**config.mk**
```make
export PLATFORM = sky130hd
export DESIGN_NAME = vdi_hash
export DESIGN_NICKNAME = d
export VERILOG_FILES = /design/src/hdl/vdi_pkg.sv /design/src/hdl/vdi_hash.sv
export SDC_FILE = /design/constraint.sdc
export NUM_CORES = 1
export LEC_CHECK = 0
export BUFFER_PORTS_ARGS = -buffer_cell sky130_fd_sc_hd__buf_2
export CAP_MARGIN = 25
export CORE_MARGIN = 1
export CORE_UTILIZATION = 33
export DETAILED_ROUTE_END_ITERATION = 10
export GPL_ROUTABILITY_DRIVEN = 0
export GPL_TIMING_DRIVEN = 0
export PLACE_DENSITY_LB_ADDON = 0.1
export SLEW_MARGIN = 15
export SYNTH_ARGS = -nofsm -noshare
export SYNTH_HDL_FRONTEND = slang
export SYNTH_SLANG_ARGS = --single-unit
```
**constraint.sdc**
```tcl
create_clock -name clk -period 11.5 [get_ports clk]
set_input_delay 2.3 -clock clk [delete_from_list [all_inputs] [get_ports clk]]
set_output_delay 2.3 -clock clk [all_outputs]
set_load 0.01 [all_outputs]
```
**src/hdl/vdi_pkg.sv**
```systemverilog
`timescale 1ns / 1ps
// ----------------------------------------------------------------------------
// vdi_pkg: shared types, constants and functions of the vertex indexer.
// Sizes of the slot memory, the index space and the hash helpers.
// ----------------------------------------------------------------------------
package vdi_pkg;

  localparam int MaxVertices = 4096;
  localparam int TableSlots  = 8192;
  localparam int SlotW       = $clog2(TableSlots);
  localparam int CountW      = $clog2(MaxVertices) + 1;
  localparam int IndexW      = 12;

  localparam logic OP_LOOKUP = 1'b0;
  localparam logic OP_CLEAR  = 1'b1;

  typedef struct packed {
    logic [31:0] x;
    logic [31:0] y;
    logic [31:0] z;
  } vec3_t;

  typedef struct packed {
    logic [CountW-1:0] index;
    vec3_t             key;
  } slot_data_t;

  typedef struct packed {
    logic              start;
    logic [SlotW-1:0]  slot;
  } hash_res_t;

  function automatic logic is_nan(input logic [31:0] b);
    return (b[30:0] > 31'h7F800000);
  endfunction

  function automatic logic feq(input logic [31:0] a, input logic [31:0] b);
    logic r;
    if (is_nan(a) || is_nan(b)) begin
      r = 1'b0;
    end else if ((a[30:0] | b[30:0]) == 31'd0) begin
      r = 1'b1;
    end else begin
      r = (a == b);
    end
    return r;
  endfunction

  function automatic logic [31:0] canon(input logic [31:0] b);
    return (b == 32'h80000000) ? 32'd0 : b;
  endfunction

endpackage

```
**src/hdl/vdi_hash.sv**
```systemverilog
`timescale 1ns / 1ps
// ----------------------------------------------------------------------------
// vdi_hash: multi-cycle position hash.
// Runs three mix rounds, each two multiplies over registered steps.
// ----------------------------------------------------------------------------
module vdi_hash
  import vdi_pkg::*;
(
  input  logic      clk,
  input  logic      rst,
  input  logic      start,
  input  vec3_t     pos,
  output hash_res_t res
);

  logic [3:0]       step;
  logic [1:0]       round;
  logic [31:0]      h;
  logic [31:0]      mul_in;
  logic [31:0]      mul_k;
  logic [31:0]      prod;
  logic             busy;
  logic             done;
  logic [SlotW-1:0] slot_r;
  vec3_t            key;

  always_comb begin
    mul_k = (step == 4'd0) ? 32'h7FEB352D : 32'h846CA68B;
  end

  assign prod = mul_in * mul_k;
  assign res  = '{start: done, slot: slot_r};

  always_ff @(posedge clk) begin
    done <= !rst && !start && busy && (step == 4'd3) && (round == 2'd2);
    if (rst) begin
      busy  <= 1'b0;
      step  <= '0;
      round <= '0;
    end else if (start) begin
      busy   <= 1'b1;
      round  <= '0;
      step   <= '0;
      key    <= pos;
      mul_in <= canon(pos.x) ^ (canon(pos.x) >> 16);
    end else if (busy) begin
      unique case (step)
        4'd0: begin
          h    <= prod;
          step <= 4'd1;
        end
        4'd1: begin
          mul_in <= h ^ (h >> 15);
          step   <= 4'd2;
        end
        4'd2: begin
          h    <= prod;
          step <= 4'd3;
        end
        default: begin
          if (round == 2'd2) begin
            busy   <= 1'b0;
            slot_r <= SlotW'((h ^ (h >> 16)) % TableSlots);
          end else begin
            round <= round + 2'd1;
            if (round == 2'd0) begin
              mul_in <= (h ^ (h >> 16) ^ canon(key.y) ^ 32'h9E3779B9)
                      ^ ((h ^ (h >> 16) ^ canon(key.y) ^ 32'h9E3779B9) >> 16);
            end else begin
              mul_in <= (h ^ (h >> 16) ^ canon(key.z) ^ 32'h85EBCA6B)
                      ^ ((h ^ (h >> 16) ^ canon(key.z) ^ 32'h85EBCA6B) >> 16);
            end
          end
          step <= 4'd0;
        end
      endcase
    end
  end

endmodule

```
==> impl_metrics.toml, run 1 <==
[logic_synthesis]
yosys_warnings = 0
avgSynthCellArea_sq_um = 10.9
synthAdderAreaFrac_pct = 43.7
ys_types = 53
async_reset_ff_share_pct = 0
ys_seq_area_share_pct = 24.7
synth_edf_count = 141
synth.most_common_cell = "inv_1"
synth-main-ff-cell = "edfxtp_1"
synthTopCellsByArea = "fa_1, edfxtp_1, ha_1, inv_1, xnor2_1"
muxShareOfSynthArea_pct = 1.63
yosys.area_share.simple_pct = 6.55
synth_area_sq_mm = 0.0176
synth_top_family_by_area = "adder cells"
ys_ff_latch = 147
netlist_instances = 1618
synth_compound_area_share_pct = 5.30
synthTopCellsByCount = "inv_1, fa_1, ha_1, edfxtp_1, xnor2_1"
synth_area_leader_cell = "fa_1"
synth_top_area_share_pct = 31.9
synth-xor-area-share_pct = 9.05

[detailed_routing]
drtPass1Iterations = 5
drt_iter0_drc = 630
vias = 11500
finalWirelength_mm = 54.5
route.detailed.wl_per_inst_um = 21.8
ant_nets = 0
vias_per_cell = 4.62
drc = 0

[global_routing]
antenna_found_initial = 2
grt_pass1_vias = 13000
grtUsageMet3_pct = 4.03
grt.busiest_layer = "met2"
met2_usage_pct = 35.7
grt_first_pass_wirelength_mm = 81.9
use_met1_pct = 27.4
grt_start_max_net_pins = 32
overflow = 0
grt.total_usage_pct = 21.3

[clock_network]
cts_buffers = 17
cts_tree = "yes"
cts_hold_buf = 0
clockRootBuffer = "clkbuf_16"
postCtsResizedCells = 0
clkLatencyLatePin_ps = 440
cts_buffer_depth = 2
clk_pin_slew_ps = 70
clock_sink_count = 147
cts_max_level = 4
postCtsSetupBuffers = 0

[critical_path]
reg2reg_from = "step[0]$_SDFFE_PN0P_"
rrSetupSlack_ps = 1810
worstSetupPathType = "flop to flop"
end_kind = "flop"
reg2reg_to = "h[31]$_DFFE_PP_"
worstPathArrival_ps = 9910
cpPeakStageDelay_ps = 740
required_ps = 11730
worst_path_max_delay_cell = "clkbuf_1"
reg2reg_depth = 31
crit_path_start_kind = "flop"
cp_max_fo = 10

[hold_path]
hold_start = "round[1]$_SDFFE_PN0P_"
hold_end = "round[1]$_SDFFE_PN0P_"
hp-class = "flop to flop"
whs_path_depth = 2

[timing]
tightest_slew_ps = 895
fmax_ghz = 0.103
skew_ps = 15.9
setup_viol = 0
report.final.slew_viol_count = 0
min_period_ps = 9690
period_share_pct = 84.2
rsz0062_at_grt = "false"
timing.final.hold_violations = 0
finalSetupTns_ps = 0
maxSlewHeadroom_pct = 40.3

[layout]
nNetsFinal = 2338
drive_above_1_share_pct = 10.1
nFillCells = 5304
utilization_pct = 37.8
syn_to_final_growth_pct = 13.0

[die]
start_util_pct = 33.5
dieArea_sq_mm = 0.0543
ioPinCount = 113
row_count = 84
core_area_sq_mm = 0.0527
fp.dieW_um = 233
die_y_um = 233

[outcome]
status = "finished clean"

[flow_run]
cap_violations = 0

[placed_design]
hpwl_mm = 48.9
portBuffers = 111
[metal layers]
metal,up-vias,wire length (um)
li1,5412,-
met1,5748,23400
met2,296,26500
met3,58,2930
met4,4,1650
met5,-,22
[stage by stage]
stage	std cells	setup WS, ps	hold slack [ps]	area [sq um]
detailed placement	2461	1920	543	19300
global placement	2455	1850	527	19200
CTS	2493	1820	552	19900
global route	2493	1400	585	19900
finish	2495	1810	550	19900
floorplan	1656	4130	513	17800
[kinds of logic (layout without fill, tap and decap cells)]
kind of cell,Yosys count,after routing
buffers and inverters,422,571
AND/OR/NAND/NOR,247,247
XOR/XNOR,179,179
flip-flops,147,147
AO/OA/AOI/OAI,147,147
adder cells (fa/ha/maj),447,447
other,2,42
multiplexers,27,27
[final cells by class]
cell class	instances	area (sq um)	area share [%]
Antenna cell	2	5.00	0.0251
Timing Repair Buffer	117	653	3.28
Inverter	389	1460	7.33
Multi-Input combinational cell	1087	11900	59.5
Buffer	33	130	0.653
Clock buffer	17	425	2.14
Sequential cell	147	4350	21.9
Tap cell	688	861	4.32
Clock inverter	15	181	0.911
[state kept, by name, summed over array words and instances, names as in the netlist]
signal / cells
done: 1
step: 2
key: 64
slot_r: 13
round: 2
mul_in: 32
busy: 1
h: 32
[critical path: cells and delay by family, from the launching register on]
family | cells | cell delay [ps]
buffers and inverters | 11 | 2370
XOR/XNOR | 2 | 570
AO/OA/AOI/OAI | 6 | 1310
flip-flops | 1 | 360
adder cells (fa/ha/maj) | 10 | 4330
AND/OR/NAND/NOR | 2 | 520
[worst max-delay path by stage]
stage / startpoint / end / slack (ps) / depth (start not counted)
floorplan: step[0]$_SDFFE_PN0P_ / h[29]$_DFFE_PP_ / 4130 / 31
global placement: step[0]$_SDFFE_PN0P_ / h[31]$_DFFE_PP_ / 1850 / 31
detailed placement: step[0]$_SDFFE_PN0P_ / h[31]$_DFFE_PP_ / 1920 / 31
CTS: step[0]$_SDFFE_PN0P_ / h[31]$_DFFE_PP_ / 1820 / 31
global route: step[0]$_SDFFE_PN0P_ / h[31]$_DFFE_PP_ / 1400 / 31
finish: step[0]$_SDFFE_PN0P_ / h[31]$_DFFE_PP_ / 1810 / 31
[layout by cell type (no fill, tap or decap), drive strengths merged, types with 20 or more instances in the layout]
cell type | netlist | layout
inv | 389 | 392
fa | 281 | 281
ha | 166 | 166
edfxtp | 141 | 141
buf | 9 | 126
xnor2 | 101 | 101
nand2 | 78 | 78
nor2 | 77 | 77
xor2 | 76 | 76
a21oi | 52 | 52
clkbuf | 24 | 41
conb | 2 | 40
nor4 | 24 | 24
a211oi | 20 | 20
Power of run 1 is not shown: default switching activity piles up to over one toggle a cycle in this logic, so the estimate is an artifact.
==> run 2: changes to the inputs <==
Clock period 11.5 ns to 9.51 ns, I/O delays scaled along.
==> run 2 against run 1 <==
Largest cell class unchanged; core utilization barely moved; clock skew about the same; register-to-register slack worse by 1200 ps.
==> impl_metrics.toml, run 2 (same netlist as run 1, synthesis figures left out) <==
[layout]
largest_reg_flops = 64
syn_to_final_growth_pct = 13.0
drive_above_1_share_pct = 10.1
nNetsFinal = 2337
final_common_cell = "inv_1"
final_cell_mix = "inv_1, fa_1, ha_1"
largestRegisters = "key x64, h x32, mul_in x32"
fin_cells = 2493
regMostFlops = "key"

[detailed_routing]
drc = 0
finalWirelength_mm = 54.4
vias_per_cell = 4.60
route.detailed.wl_per_inst_um = 21.8
drt_iter0_drc = 624
drtPass1Iterations = 5
vias = 11500
ant_nets = 0

[timing]
setup_viol = 0
rsz0062_at_grt = "false"
report.final.slew_viol_count = 0
skew_ps = 16.0
fmax_ghz = 0.113
maxSlewHeadroom_pct = 48.1
min_period_ps = 8870
period_share_pct = 93.3
tightest_slew_ps = 773
timing.final.hold_violations = 0

[critical_path]
end_kind = "flop"
rrSetupSlack_ps = 640
crit_path_start_kind = "flop"
worstPathArrival_ps = 9090
critical_path.top_delay_family = "adder cells"
cpPeakStageDelay_ps = 610
cp.depth = 30
cp_max_fo = 19
reg2reg_depth = 30
required_ps = 9730
worst_path_max_delay_cell = "nor2b_1"
path_buf_inv = 10
worstSetupPathType = "flop to flop"

[global_routing]
grt_first_pass_wirelength_mm = 81.9
grt.total_usage_pct = 21.3
antenna_found_initial = 2
grt_start_max_net_pins = 32
grt_pass1_vias = 13000
overflow = 0

[die]
core_area_sq_mm = 0.0527
row_count = 84
fp.dieW_um = 233
start_util_pct = 33.5
dieArea_sq_mm = 0.0543
ioPinCount = 113
die_y_um = 233

[clock_network]
clock_sink_count = 147
cts_buffers = 17
cts_tree = "yes"
clockRootBuffer = "clkbuf_16"
cts_max_level = 4
clkLatencyLatePin_ps = 440
cts_buffer_depth = 2
clk_pin_slew_ps = 70

[flow_run]
cap_violations = 0

[placed_design]
portBuffers = 111
hpwl_mm = 48.9
dp_cells = 2461

[hold_path]
hp-class = "flop to flop"
whs_path_depth = 2

[outcome]
status = "finished clean"
run 2: changes by cell type in the layout (fill, tap and decap cells not counted), sizes merged:
cell,before,now
buf,126,125
diode,2,1
run 2: repair_timing:
item / in CTS / in global routing
resized for setup: 1 / 0
pin swaps: 0 / 0
setup endpoints to repair: 3 / 5
setup buffers: 0 / 0
hold buffers: 0 / 0
run 2: final cells by class:
class	instances	area, sq um
fill	5300	32700
buffer	32	128
clock inverter	15	181
clock buffer	17	425
antenna	1	2.50
tap	688	861
inverter	389	1460
multi-input combinational	1087	11900
timing repair buffer	117	653
sequential	147	4350
run 2: path summary, 6_finish.rpt:
kind,start,to
setup / recovery,step[0]$_SDFFE_PN0P_,h[31]$_DFFE_PP_
hold reg to reg,round[1]$_SDFFE_PN0P_,round[1]$_SDFFE_PN0P_
setup reg to reg,step[0]$_SDFFE_PN0P_,h[31]$_DFFE_PP_
hold / removal,round[1]$_SDFFE_PN0P_,round[1]$_SDFFE_PN0P_
run 2: routing by layer:
layer,vias to the layer above,GRT usage [%],routed length (um)
li1,5412,-,-
met1,5727,27.4,23700
met2,269,35.7,26200
met3,63,4.03,2640
met4,4,7.39,1850
met5,-,0,22
run 2: through the flow:
step | utilization (%) | setup TNS (ps) | area [sq um] | hold WS (ps) | setup slack [ps]
final | 37.8 | 0 | 19900 | 550 | 641
after global placement | 36.4 | -288 | 19200 | 527 | -142
after detailed placement | 36.7 | -81.0 | 19300 | 543 | -72.8
after floorplan | - | 0 | 17800 | 513 | 2140
after CTS | 37.8 | 0 | 19900 | 552 | 161
after global routing | 37.8 | 0 | 19900 | 585 | 130
run 2: worst min-delay path, cell delays in order, from the launching register on:
cell and delay, ps:
dfxtp_1 330, mux2i_1 120, nor3_1 60
Power of run 2 is left out for the same reason.
==> run 3: changes to the inputs <==
Settings changed: REMOVE_ABC_BUFFERS set to 1.
==> run 3 against run 2 <==
Flip-flop and latch count unchanged; die area unchanged; core utilization decreased by 0.11 points; critical endpoint unchanged; largest cell class unchanged.
==> impl_metrics.toml, run 3 (same netlist as run 1, synthesis figures left out) <==
[timing]
fin_ws_ps = 798
tightest_slew_ps = 1030
timing.final.hold_violations = 0
rsz0062_at_grt = "false"
hold_slack_ps = 551
skew_ps = 11.4
maxSlewHeadroom_pct = 31.0
report.final.slew_viol_count = 0
setup_viol = 0
min_period_ps = 8710
period_share_pct = 91.6
fmax_ghz = 0.115

[clock_network]
clk_pin_slew_ps = 70
postCtsResizedCells = 0
postCtsSetupBuffers = 0
cts_max_level = 4
clock_sink_count = 147
cts_buffers = 17
clkLatencyLatePin_ps = 440
cts_hold_buf = 0
cts_buffer_depth = 2
cts_tree = "yes"
clockRootBuffer = "clkbuf_16"

[global_routing]
overflow = 0
grt_pass1_vias = 12500
use_met1_pct = 27.7
antenna_found_initial = 3
grt_start_max_net_pins = 48
grt.total_usage_pct = 20.1
grt_first_pass_wirelength_mm = 78.2
grt.busiest_layer = "met2"
met2_usage_pct = 33.0
grtUsageMet3_pct = 2.77

[placed_design]
portBuffers = 112
hpwl_mm = 45.0
dp_worst_setup_slack_ps = 956
dp_cells = 2432

[layout]
nNetsFinal = 2309
largestRegisters = "key x64, h x32, mul_in x32"
nFillCells = 5292
final_cell_mix = "inv_1, fa_1, ha_1"
largest_reg_flops = 64
final_common_cell = "inv_1"
utilization_pct = 37.7
regMostFlops = "key"
fin_cells = 2467
drive_above_1_share_pct = 10.6
syn_to_final_growth_pct = 12.7

[critical_path]
required_ps = 9710
cp_max_fo = 40
worstPathArrival_ps = 8910
crit_path_start_kind = "flop"
worstSetupPathType = "flop to flop"
end_kind = "flop"

[hold_path]
hp-class = "flop to flop"

[die]
row_count = 84
dieArea_sq_mm = 0.0543
die_y_um = 233
core_area_sq_mm = 0.0527
ioPinCount = 113
start_util_pct = 33.5
fp.dieW_um = 233

[flow_run]
cap_violations = 0

[detailed_routing]
route.detailed.wl_per_inst_um = 20.9
vias_per_cell = 4.59
finalWirelength_mm = 51.5
drc = 0
drtPass1Iterations = 5
drt_iter0_drc = 597
ant_nets = 0
vias = 11300

[outcome]
status = "finished clean"
run 3: through the flow:
step	instance area, sq um	setup TNS, ps
6_report	19900	0
5_1_grt	19900	0
4_1_cts	19900	0
3_5_place_dp	19300	0
3_3_place_gp	19100	-1710
2_1_floorplan	17600	0
run 3: final timing paths:
path                         startpoint                     to  slack, ps  cells past startpoint
setup / recovery   step[0]$_SDFFE_PN0P_        h[31]$_DFFE_PP_        800                     25
hold / removal    round[0]$_SDFFE_PN0P_  round[0]$_SDFFE_PN0P_        550                      2
setup reg to reg   step[0]$_SDFFE_PN0P_        h[31]$_DFFE_PP_        800                     25
hold reg to reg   round[0]$_SDFFE_PN0P_  round[0]$_SDFFE_PN0P_        550                      2
run 3: worst max-delay path: stages, from the launching register on:
cell      delay (ps)
dfxtp_1          430
inv_1             90
ha_2             290
buf_12           220
inv_1            700
nand2_1          360
xnor2_1          230
ha_1             220
a21oi_1          470
fa_1             510
inv_1             80
fa_1             420
inv_1             90
fa_1             440
fa_1             520
inv_1             60
fa_1             540
fa_1             430
fa_1             460
ha_1             380
o211ai_1         100
o21ai_0          170
o21ai_1          210
o21bai_1         390
o221ai_1         220
xnor2_1          390
run 3: layer usage:
layer | vias up | share of wire (%)
met5 | - | 0.023
met4 | 2 | 2.1
met3 | 50 | 3.9
met2 | 240 | 48
met1 | 5681 | 46
li1 | 5359 | -
run 3: final cells by class:
type | count | area [sq um] | area share (%)
Multi-Input combinational cell | 1087 | 11900 | 59.7
Sequential cell | 147 | 4350 | 21.9
Inverter | 389 | 1460 | 7.35
Tap cell | 688 | 861 | 4.33
Timing Repair Buffer | 121 | 718 | 3.62
Clock buffer | 18 | 439 | 2.21
Clock inverter | 14 | 158 | 0.794
Antenna cell | 3 | 7.51 | 0.0378
Power of run 3 is left out for the same reason.
